==> config.mk <==
export PLATFORM = sky130hd
export DESIGN_NAME = script_line_cleaner_flat
export DESIGN_NICKNAME = d
export VERILOG_FILES = /design/src/hw/rtl/slc_pkg.sv /design/src/hw/rtl/slc_in_if.sv /design/src/hw/rtl/slc_out_if.sv /design/src/hw/rtl/slc_in_reg.sv /design/src/hw/rtl/slc_core.sv /design/src/hw/rtl/slc_out_buf.sv /design/src/hw/rtl/script_line_cleaner.sv /design/src/flat_wrapper.sv
export SDC_FILE = /design/constraint.sdc
export NUM_CORES = 1
export LEC_CHECK = 0
export BUFFER_PORTS_ARGS = -buffer_cell sky130_fd_sc_hd__buf_4
export CORE_MARGIN = 2
export CORE_UTILIZATION = 40
export DETAILED_ROUTE_END_ITERATION = 7
export SYNTH_ARGS = -nofsm -noshare
export SYNTH_HDL_FRONTEND = slang
export SYNTH_SLANG_ARGS = --single-unit
==> constraint.sdc <==
create_clock -name clk_i -period 9.3 [get_ports clk_i]
set_input_delay 0.465 -clock clk_i [delete_from_list [all_inputs] [get_ports clk_i]]
set_output_delay 0.465 -clock clk_i [all_outputs]
set_load 0.05 [all_outputs]
==> src/hw/rtl/slc_pkg.sv <==
// ----------------------------------------------------------------------------
// slc_pkg
// Shared types and constants of the script line cleaner.
// ----------------------------------------------------------------------------
package slc_pkg;

  localparam int unsigned DATA_W       = 8;
  localparam int unsigned KIND_W       = 2;
  localparam int unsigned SP_W         = 13;
  localparam int unsigned LEN_W        = 14;
  localparam int unsigned MAX_LINE_DEF = 8192;

  localparam logic [SP_W-1:0] PEND_MAX = {SP_W{1'b1}};

  localparam logic [KIND_W-1:0] KIND_CHAR = 2'd0;
  localparam logic [KIND_W-1:0] KIND_EOL  = 2'd1;
  localparam logic [KIND_W-1:0] KIND_EOF  = 2'd2;

  // result slots of one byte, in output order
  localparam int unsigned SLOT_CHAR = 0;
  localparam int unsigned SLOT_EOL  = 1;
  localparam int unsigned SLOT_EOF  = 2;
  localparam int unsigned NSLOT     = 3;

  typedef struct packed {
    logic [DATA_W-1:0] data_byte;
    logic              last_byte;
  } slc_item_t;

  typedef struct packed {
    logic [NSLOT-1:0]  mask;
    logic [DATA_W-1:0] char_out;
    logic [SP_W-1:0]   spaces_before;
    logic [LEN_W-1:0]  raw_length;
  } slc_res_t;

endpackage

==> src/hw/rtl/slc_in_if.sv <==
// ----------------------------------------------------------------------------
// slc_in_if
// Byte channel into the script line cleaner.
// ----------------------------------------------------------------------------
interface slc_in_if;
  logic                      valid;
  logic                      ready;
  logic [slc_pkg::DATA_W-1:0] data_byte;
  logic                      last_byte;

  modport source (output valid, output data_byte, output last_byte, input ready);
  modport sink   (input valid, input data_byte, input last_byte, output ready);
endinterface

==> src/hw/rtl/slc_out_if.sv <==
// ----------------------------------------------------------------------------
// slc_out_if
// Result channel out of the script line cleaner.
// ----------------------------------------------------------------------------
interface slc_out_if;
  logic                       valid;
  logic                       ready;
  logic [slc_pkg::KIND_W-1:0] kind;
  logic [slc_pkg::DATA_W-1:0] char_out;
  logic [slc_pkg::SP_W-1:0]   spaces_before;
  logic [slc_pkg::LEN_W-1:0]  raw_length;
  logic                       run_last;

  modport source (output valid, output kind, output char_out, output spaces_before,
                  output raw_length, output run_last, input ready);
  modport sink   (input valid, input kind, input char_out, input spaces_before,
                  input raw_length, input run_last, output ready);
endinterface

==> src/hw/rtl/slc_in_reg.sv <==
// ----------------------------------------------------------------------------
// slc_in_reg
// Input register: holds one byte beat until the core takes it.
// ----------------------------------------------------------------------------
module slc_in_reg (
  input  logic               clk_i,
  input  logic               rst_ni,
  slc_in_if.sink             in_i,
  input  logic               take_i,
  output logic               valid_o,
  output slc_pkg::slc_item_t item_o
);

  logic               valid_q, valid_d;
  slc_pkg::slc_item_t item_q;
  logic               fire;

  assign in_i.ready = !valid_q || take_i;
  assign fire       = in_i.valid && in_i.ready;

  always_comb begin
    valid_d = valid_q;
    if (fire) begin
      valid_d = 1'b1;
    end else if (take_i) begin
      valid_d = 1'b0;
    end
  end

  always_ff @(posedge clk_i or negedge rst_ni) begin
    if (!rst_ni) begin
      valid_q <= 1'b0;
    end else begin
      valid_q <= valid_d;
    end
  end

  always_ff @(posedge clk_i) begin
    if (fire) begin
      item_q.data_byte <= in_i.data_byte;
      item_q.last_byte <= in_i.last_byte;
    end
  end

  assign valid_o = valid_q;
  assign item_o  = item_q;

endmodule

==> src/hw/rtl/slc_core.sv <==
// ----------------------------------------------------------------------------
// slc_core
// Line state and per-byte cleaning logic; yields up to three results a byte.
// ----------------------------------------------------------------------------
module slc_core #(
  parameter int unsigned MAX_LINE = slc_pkg::MAX_LINE_DEF
) (
  input  logic               clk_i,
  input  logic               rst_ni,
  input  logic               step_i,
  input  slc_pkg::slc_item_t item_i,
  output slc_pkg::slc_res_t  res_o
);

  localparam int unsigned CNT_W = $clog2(MAX_LINE + 1);
  localparam logic [CNT_W-1:0] CNT_MAX = CNT_W'(MAX_LINE);

  localparam logic [1:0] MODE_START   = 2'd0;
  localparam logic [1:0] MODE_COMMENT = 2'd1;
  localparam logic [1:0] MODE_LINE    = 2'd2;
  localparam logic [1:0] MODE_CUT     = 2'd3;

  localparam logic [7:0] CH_CR    = 8'd13;
  localparam logic [7:0] CH_LF    = 8'd10;
  localparam logic [7:0] CH_SPACE = 8'd32;
  localparam logic [7:0] CH_TAB   = 8'd9;
  localparam logic [7:0] CH_SEMI  = 8'h3b;
  localparam logic [7:0] CH_QUOTE = 8'd34;
  localparam logic [7:0] CH_NUL   = 8'd0;

  logic [1:0]              mode_q, mode_d;
  logic                    quote_q, quote_d;
  logic                    pws_q, pws_d;
  logic [slc_pkg::SP_W-1:0] pend_q, pend_d;
  logic [CNT_W-1:0]        cnt_q, cnt_d;

  logic [7:0]              b, c;
  logic                    eol;
  logic [CNT_W+slc_pkg::LEN_W-1:0] cnt_ext;

  always_comb begin
    mode_d  = mode_q;
    quote_d = quote_q;
    pws_d   = pws_q;
    pend_d  = pend_q;
    cnt_d   = cnt_q;
    res_o   = '0;
    b       = item_i.data_byte;
    eol     = (b == CH_CR) || (b == CH_LF);
    c       = (b == CH_TAB) ? CH_SPACE : b;
    cnt_ext = '0;

    if (mode_d == MODE_START) begin
      if (eol || b == CH_SPACE || b == CH_TAB) begin
        mode_d = MODE_START;
      end else if (b == CH_SEMI) begin
        mode_d = MODE_COMMENT;
      end else begin
        mode_d  = MODE_LINE;
        quote_d = 1'b0;
        pws_d   = 1'b1;
        pend_d  = '0;
        cnt_d   = '0;
      end
    end else if (mode_d == MODE_COMMENT) begin
      if (eol) begin
        mode_d = MODE_START;
      end
    end

    if (mode_d == MODE_LINE || mode_d == MODE_CUT) begin
      if (eol) begin
        cnt_ext = {{slc_pkg::LEN_W{1'b0}}, cnt_d};
        res_o.mask[slc_pkg::SLOT_EOL] = 1'b1;
        res_o.raw_length = cnt_ext[slc_pkg::LEN_W-1:0];
        mode_d = MODE_START;
      end else begin
        if (cnt_d < CNT_MAX) begin
          cnt_d = cnt_d + CNT_W'(1);
        end
        if (mode_d == MODE_LINE) begin
          if (c == CH_QUOTE) begin
            quote_d = !quote_d;
          end
          if (c == CH_NUL || (c == CH_SEMI && !quote_d)) begin
            mode_d = MODE_CUT;
          end else if (c == CH_SPACE) begin
            if ((quote_d || !pws_d) && pend_d < slc_pkg::PEND_MAX) begin
              pend_d = pend_d + slc_pkg::SP_W'(1);
            end
            pws_d = 1'b1;
          end else begin
            res_o.mask[slc_pkg::SLOT_CHAR] = 1'b1;
            res_o.char_out      = c;
            res_o.spaces_before = pend_d;
            pend_d = '0;
            pws_d  = 1'b0;
          end
        end
      end
    end

    if (item_i.last_byte) begin
      if (mode_d == MODE_LINE || mode_d == MODE_CUT) begin
        cnt_ext = {{slc_pkg::LEN_W{1'b0}}, cnt_d};
        res_o.mask[slc_pkg::SLOT_EOL] = 1'b1;
        res_o.raw_length = cnt_ext[slc_pkg::LEN_W-1:0];
      end
      res_o.mask[slc_pkg::SLOT_EOF] = 1'b1;
      mode_d  = MODE_START;
      quote_d = 1'b0;
      pws_d   = 1'b1;
      pend_d  = '0;
      cnt_d   = '0;
    end
  end

  always_ff @(posedge clk_i or negedge rst_ni) begin
    if (!rst_ni) begin
      mode_q  <= MODE_START;
      quote_q <= 1'b0;
      pws_q   <= 1'b1;
      pend_q  <= '0;
      cnt_q   <= '0;
    end else if (step_i) begin
      mode_q  <= mode_d;
      quote_q <= quote_d;
      pws_q   <= pws_d;
      pend_q  <= pend_d;
      cnt_q   <= cnt_d;
    end
  end

endmodule

==> src/hw/rtl/slc_out_buf.sv <==
// ----------------------------------------------------------------------------
// slc_out_buf
// Result register: holds the results of one byte and sends them one beat each.
// ----------------------------------------------------------------------------
module slc_out_buf (
  input  logic              clk_i,
  input  logic              rst_ni,
  input  logic              load_i,
  input  slc_pkg::slc_res_t res_i,
  output logic              take_o,
  slc_out_if.source         out_o
);

  logic [slc_pkg::NSLOT-1:0] mask_q, mask_d, rest;
  slc_pkg::slc_res_t         res_q;
  logic                      fire;

  assign rest   = mask_q & (mask_q - slc_pkg::NSLOT'(1));
  assign fire   = out_o.valid && out_o.ready;
  assign take_o = (mask_q == '0) || (fire && rest == '0);

  always_comb begin
    mask_d = mask_q;
    if (load_i) begin
      mask_d = res_i.mask;
    end else if (fire) begin
      mask_d = rest;
    end
  end

  always_ff @(posedge clk_i or negedge rst_ni) begin
    if (!rst_ni) begin
      mask_q <= '0;
    end else begin
      mask_q <= mask_d;
    end
  end

  always_ff @(posedge clk_i) begin
    if (load_i) begin
      res_q <= res_i;
    end
  end

  always_comb begin
    out_o.valid         = (mask_q != '0);
    out_o.run_last      = (rest == '0);
    out_o.char_out      = '0;
    out_o.spaces_before = '0;
    out_o.raw_length    = '0;
    if (mask_q[slc_pkg::SLOT_CHAR]) begin
      out_o.kind          = slc_pkg::KIND_CHAR;
      out_o.char_out      = res_q.char_out;
      out_o.spaces_before = res_q.spaces_before;
    end else if (mask_q[slc_pkg::SLOT_EOL]) begin
      out_o.kind       = slc_pkg::KIND_EOL;
      out_o.raw_length = res_q.raw_length;
    end else begin
      out_o.kind = slc_pkg::KIND_EOF;
    end
  end

endmodule

==> src/hw/rtl/script_line_cleaner.sv <==
// ----------------------------------------------------------------------------
// script_line_cleaner
// Streams a script file byte by byte and emits cleaned lines.
// ----------------------------------------------------------------------------
// A byte passes an input register, then the combinational cleaning logic
// that updates the line state and loads the results it causes into the
// result register. Bytes that cause no result or one result flow at one byte
// per cycle while the output port takes each result; a byte causing k results
// (a character, end of line and end of file on the final byte) holds the
// result register until all k are sent, since the output port sends one
// result per beat. MAX_LINE (16 to 65536) sets the saturation of the raw line
// length counter; raw_length carries its low 14 bits.
module script_line_cleaner #(
  parameter int unsigned MAX_LINE = slc_pkg::MAX_LINE_DEF
) (
  input  logic      clk_i,
  input  logic      rst_ni,
  slc_in_if.sink    in_i,
  slc_out_if.source out_o
);

  logic               take;
  logic               item_valid;
  logic               step;
  slc_pkg::slc_item_t item;
  slc_pkg::slc_res_t  res;

  assign step = item_valid && take;

  slc_in_reg u_in_reg (
    .clk_i   (clk_i),
    .rst_ni  (rst_ni),
    .in_i    (in_i),
    .take_i  (take),
    .valid_o (item_valid),
    .item_o  (item)
  );

  slc_core #(
    .MAX_LINE (MAX_LINE)
  ) u_core (
    .clk_i  (clk_i),
    .rst_ni (rst_ni),
    .step_i (step),
    .item_i (item),
    .res_o  (res)
  );

  slc_out_buf u_out_buf (
    .clk_i  (clk_i),
    .rst_ni (rst_ni),
    .load_i (step),
    .res_i  (res),
    .take_o (take),
    .out_o  (out_o)
  );

endmodule
==> src/flat_wrapper.sv <==
// flat-port wrapper written by rule: the top's interface ports become plain ports
module script_line_cleaner_flat 
#(
  parameter int unsigned MAX_LINE = slc_pkg::MAX_LINE_DEF
)
  (clk_i, rst_ni, in_i_valid, in_i_data_byte, in_i_last_byte, in_i_ready, out_o_valid, out_o_kind, out_o_char_out, out_o_spaces_before, out_o_raw_length, out_o_run_last, out_o_ready);
  slc_in_if in_i_i ();
  slc_out_if out_o_i ();
  input  logic clk_i;
  input  logic rst_ni;
  input wire logic [$bits(in_i_i.valid)-1:0] in_i_valid;
  input wire logic [$bits(in_i_i.data_byte)-1:0] in_i_data_byte;
  input wire logic [$bits(in_i_i.last_byte)-1:0] in_i_last_byte;
  output wire logic [$bits(in_i_i.ready)-1:0] in_i_ready;
  output wire logic [$bits(out_o_i.valid)-1:0] out_o_valid;
  output wire logic [$bits(out_o_i.kind)-1:0] out_o_kind;
  output wire logic [$bits(out_o_i.char_out)-1:0] out_o_char_out;
  output wire logic [$bits(out_o_i.spaces_before)-1:0] out_o_spaces_before;
  output wire logic [$bits(out_o_i.raw_length)-1:0] out_o_raw_length;
  output wire logic [$bits(out_o_i.run_last)-1:0] out_o_run_last;
  input wire logic [$bits(out_o_i.ready)-1:0] out_o_ready;
  assign in_i_i.valid = in_i_valid;
  assign in_i_i.data_byte = in_i_data_byte;
  assign in_i_i.last_byte = in_i_last_byte;
  assign in_i_ready = in_i_i.ready;
  assign out_o_valid = out_o_i.valid;
  assign out_o_kind = out_o_i.kind;
  assign out_o_char_out = out_o_i.char_out;
  assign out_o_spaces_before = out_o_i.spaces_before;
  assign out_o_raw_length = out_o_i.raw_length;
  assign out_o_run_last = out_o_i.run_last;
  assign out_o_i.ready = out_o_ready;
  script_line_cleaner #(.MAX_LINE(MAX_LINE)) u_core (.clk_i(clk_i), .rst_ni(rst_ni), .in_i(in_i_i), .out_o(out_o_i));
endmodule
==> run metrics <==
DRC viols=0; clk sinks=79; CTS Root Cell=clkbuf_16; finished layout cell area=5324 sq um; number of gates resized after CTS=0; Setup crit end kind=flip-flop; row cnt=38; kind of critical path=flip-flop to flip-flop; grt ovf=0; TritonRoute pass-1 iters=5; IO Pins=53; clk_lat worst skew=0.34 ns; Required @ worst endpoint=9.38 ns; Mapped Nets=510; FF+latch count, synth=79; skew final=0.006770 ns; number of flops mapped to enable cells by yosys=44; Max Cap Viol=0; TritonCTS Buffers=9; Nets=544; Synth Cell Area=4546 sq um; share of cells above drive strength 1=14.61%; Final Hold Fails=0; Final Setup Violations=0; GRT Total Usage=18.60%; status=complete, no violations; Worst Hold Class=input pin to asynchronous set/reset pin; Distinct cells, synth=59; Final Power=1.676 mW; Initial DRC Count=316; Vias=3921; die height=110.6 um; Peak VDD IR=160.7 uV; CTS tree=done; Most used DFF post-synth=edfxtp_1; WL final=11150 um; DP Area=5004 sq um; Post-CTS Hold Fix Bufs=0; crit path cell chain=or3_1 > or2_1 > nand4_2 > buf_4 > and2_1 > ha_1 > nand2b_1 > nor4_1 > nand3_1 > nor2_1 > nand3_1 > xor2_1 > o21ai_0; antenna violations before repair=0; CP startpoint kind=flip-flop; Hold Slack=0.1031 ns; max frequency=246.3 MHz; clock tree buffer depth=2; HPWL after DPL=7337 um; maximum fanout along the worst path=45; # diodes=0; vias in the first global route=3570; postcts setup bufs=0; largest net degree at the start of global routing=46; RSZ-0062 raised after global routing=no; routability cong.=0.8327; Min Clock Period, post-route=4.059 ns; commonest non-fill, non-tap cells in the layout=56 x buf_4, 55 x nand2_1, 50 x and2_1; LEAKAGE=2.117 nW; # H-tree levels=3; Port Buf Inserts=52; first-pass GRT wire length=18600 um; Slew @ Worst Pin=1.015 ns; area of the multi-input gates=2176 sq um; Most Frequent Cell on Critical Path=nand3_1; area grow syn2layout=17.12%; final worst slack=5.241 ns; register area=2198 sq um; Wirelength per Cell=16.55 um; CP Data Arrival Time=4.14 ns; CP max stage delay=0.48 ns; post-synthesis sequential area ratio=48.36%; fin. max-slew vios=0; die footprint=12230 sq um; commonest non-fill, non-tap cell in the layout=buf_4; pre-CTS setup slack=5.385 ns; CP max stage cell=or3_1; Max-slew headroom=32.32%; PwrDens=314.9 nW/um^2; ys async rst share=44.30%; ANT nets after route=0; total core area=10980 sq um; cells after synthesis=495; FILL cells=1042; Clk pin slew, worst setup/hold paths=0.06 ns; Yosys warning count=0; vias per cell=5.818; Setup TNS=0 ns; Final period util=43.65%; Die X=110.6 um; Initial Util=41.39%; R2R depth=13; average size of a mapped cell=9.183 sq um
[kinds of logic after synthesis]
| family | Yosys count | synth area share, % |
|---|---|---|
| buffers and inverters | 42 | 3.853 |
| AO/OA/AOI/OAI | 123 | 16.79 |
| XOR/XNOR | 4 | 0.7709 |
| flip-flops | 79 | 48.36 |
| AND/OR/NAND/NOR | 242 | 29.01 |
| multiplexers | 2 | 0.4404 |
| adder cells (fa/ha/maj) | 3 | 0.7706 |
[path summary, 6_finish.rpt]
check / end / slack [ns] / startpoint
max reg2reg: u_core.u_out_buf.res_q[12] / 5.24 / u_core.u_in_reg.item_o[5]
max: u_core.u_out_buf.res_q[12] / 5.24 / u_core.u_in_reg.item_o[5]
max in group asynchronous: u_core.u_core.pws_q / 8.84 / rst_ni
min: u_core.u_core.pend_q[7] / 0.10 / rst_ni
min in group clk_i: u_core.u_in_reg.item_o[0] / 0.30 / in_i_last_byte
min reg2reg: u_core.u_core.pend_q[12] / 0.50 / u_core.u_core.pend_q[12]
[report_power, final]
| part | switching (mW) | internal, mW | leakage (nW) |
|---|---|---|---|
| Combinational | 0.542 | 0.204 | 1.06 |
| Clock | 0.138 | 0.239 | 0.158 |
| Sequential | 0.0614 | 0.492 | 0.900 |
[synthesized netlist by cell type (2+ instances only)]
cell,instances,area [sq um]
o31ai_1,4,30.03
a32o_1,5,50.05
a21o_1,3,22.52
nand3_1,19,95.09
buf_6,2,22.52
ha_1,2,25.02
nor2b_1,5,31.28
and3_1,16,100.1
or4_1,3,22.52
a22oi_1,5,37.54
dfrtp_1,34,850.8
nor3_1,18,90.09
o21ai_0,42,210.2
and2_1,50,312.8
nor4_1,5,31.28
edfxtp_1,44,1321
a21oi_1,23,115.1
a41oi_1,4,35.03
a31oi_1,14,87.58
o22ai_1,4,25.02
buf_1,3,11.26
clkbuf_1,26,97.59
a211o_1,2,17.52
o211ai_1,4,30.03
nor3b_1,4,30.03
o21ai_1,3,15.01
nand2_1,55,206.5
inv_1,9,33.78
or3_1,6,37.54
o41ai_1,2,17.52
nor2_1,31,116.4
and3b_1,2,17.52
nand2b_1,7,43.79
nand4_1,8,50.05
xnor2_1,3,26.28
buf_2,2,10.01
nand4b_1,3,26.28
mux2i_1,2,20.02
[sequential cells by signal, indices dropped and copies added, names as in the netlist]
name	count
u_core.u_core.quote_q	1
u_core.u_in_reg.valid_o	1
u_core.u_core.mode_q	2
u_core.u_core.pend_q	13
u_core.u_in_reg.item_o	9
u_core.u_core.cnt_q	14
u_core.u_core.pws_q	1
u_core.u_out_buf.mask_q	3
u_core.u_out_buf.res_q	35
[stage by stage]
step,instances,utilization (%)
floorplan,495,-
global route,674,48.47
finish,674,48.47
detailed placement,658,45.56
global placement,658,45.56
CTS,674,48.47
[worst max-delay path: cells and delay by family, from the launching register on]
| family | cells | cell delay, ns |
|---|---|---|
| and+or+nand+nor | 9 | 2.54 |
| DFF | 1 | 0.42 |
| buffers and inverters | 1 | 0.40 |
| adders and majority gates | 1 | 0.19 |
| xor gates and xnor gates | 1 | 0.15 |
| AOI/OAI and AO/OA | 1 | 0.11 |
[layer usage]
layer	vias up	track usage, %	wire, um
met5	-	0	0
met4	0	6.333	177
met3	14	3.458	718
met2	139	28.22	5152
met1	1878	26.80	5105
li1	1890	-	-
[final cells by class]
cell class / instances / share of cell area [%]
Multi-Input combinational cell: 374 / 40.87
Timing Repair Buffer: 56 / 7.897
Clock inverter: 2 / 0.6580
Clock buffer: 14 / 5.358
Sequential cell: 79 / 41.29
Tap cell: 140 / 3.290
Inverter: 9 / 0.6345
(Power assumes the default switching activity.)
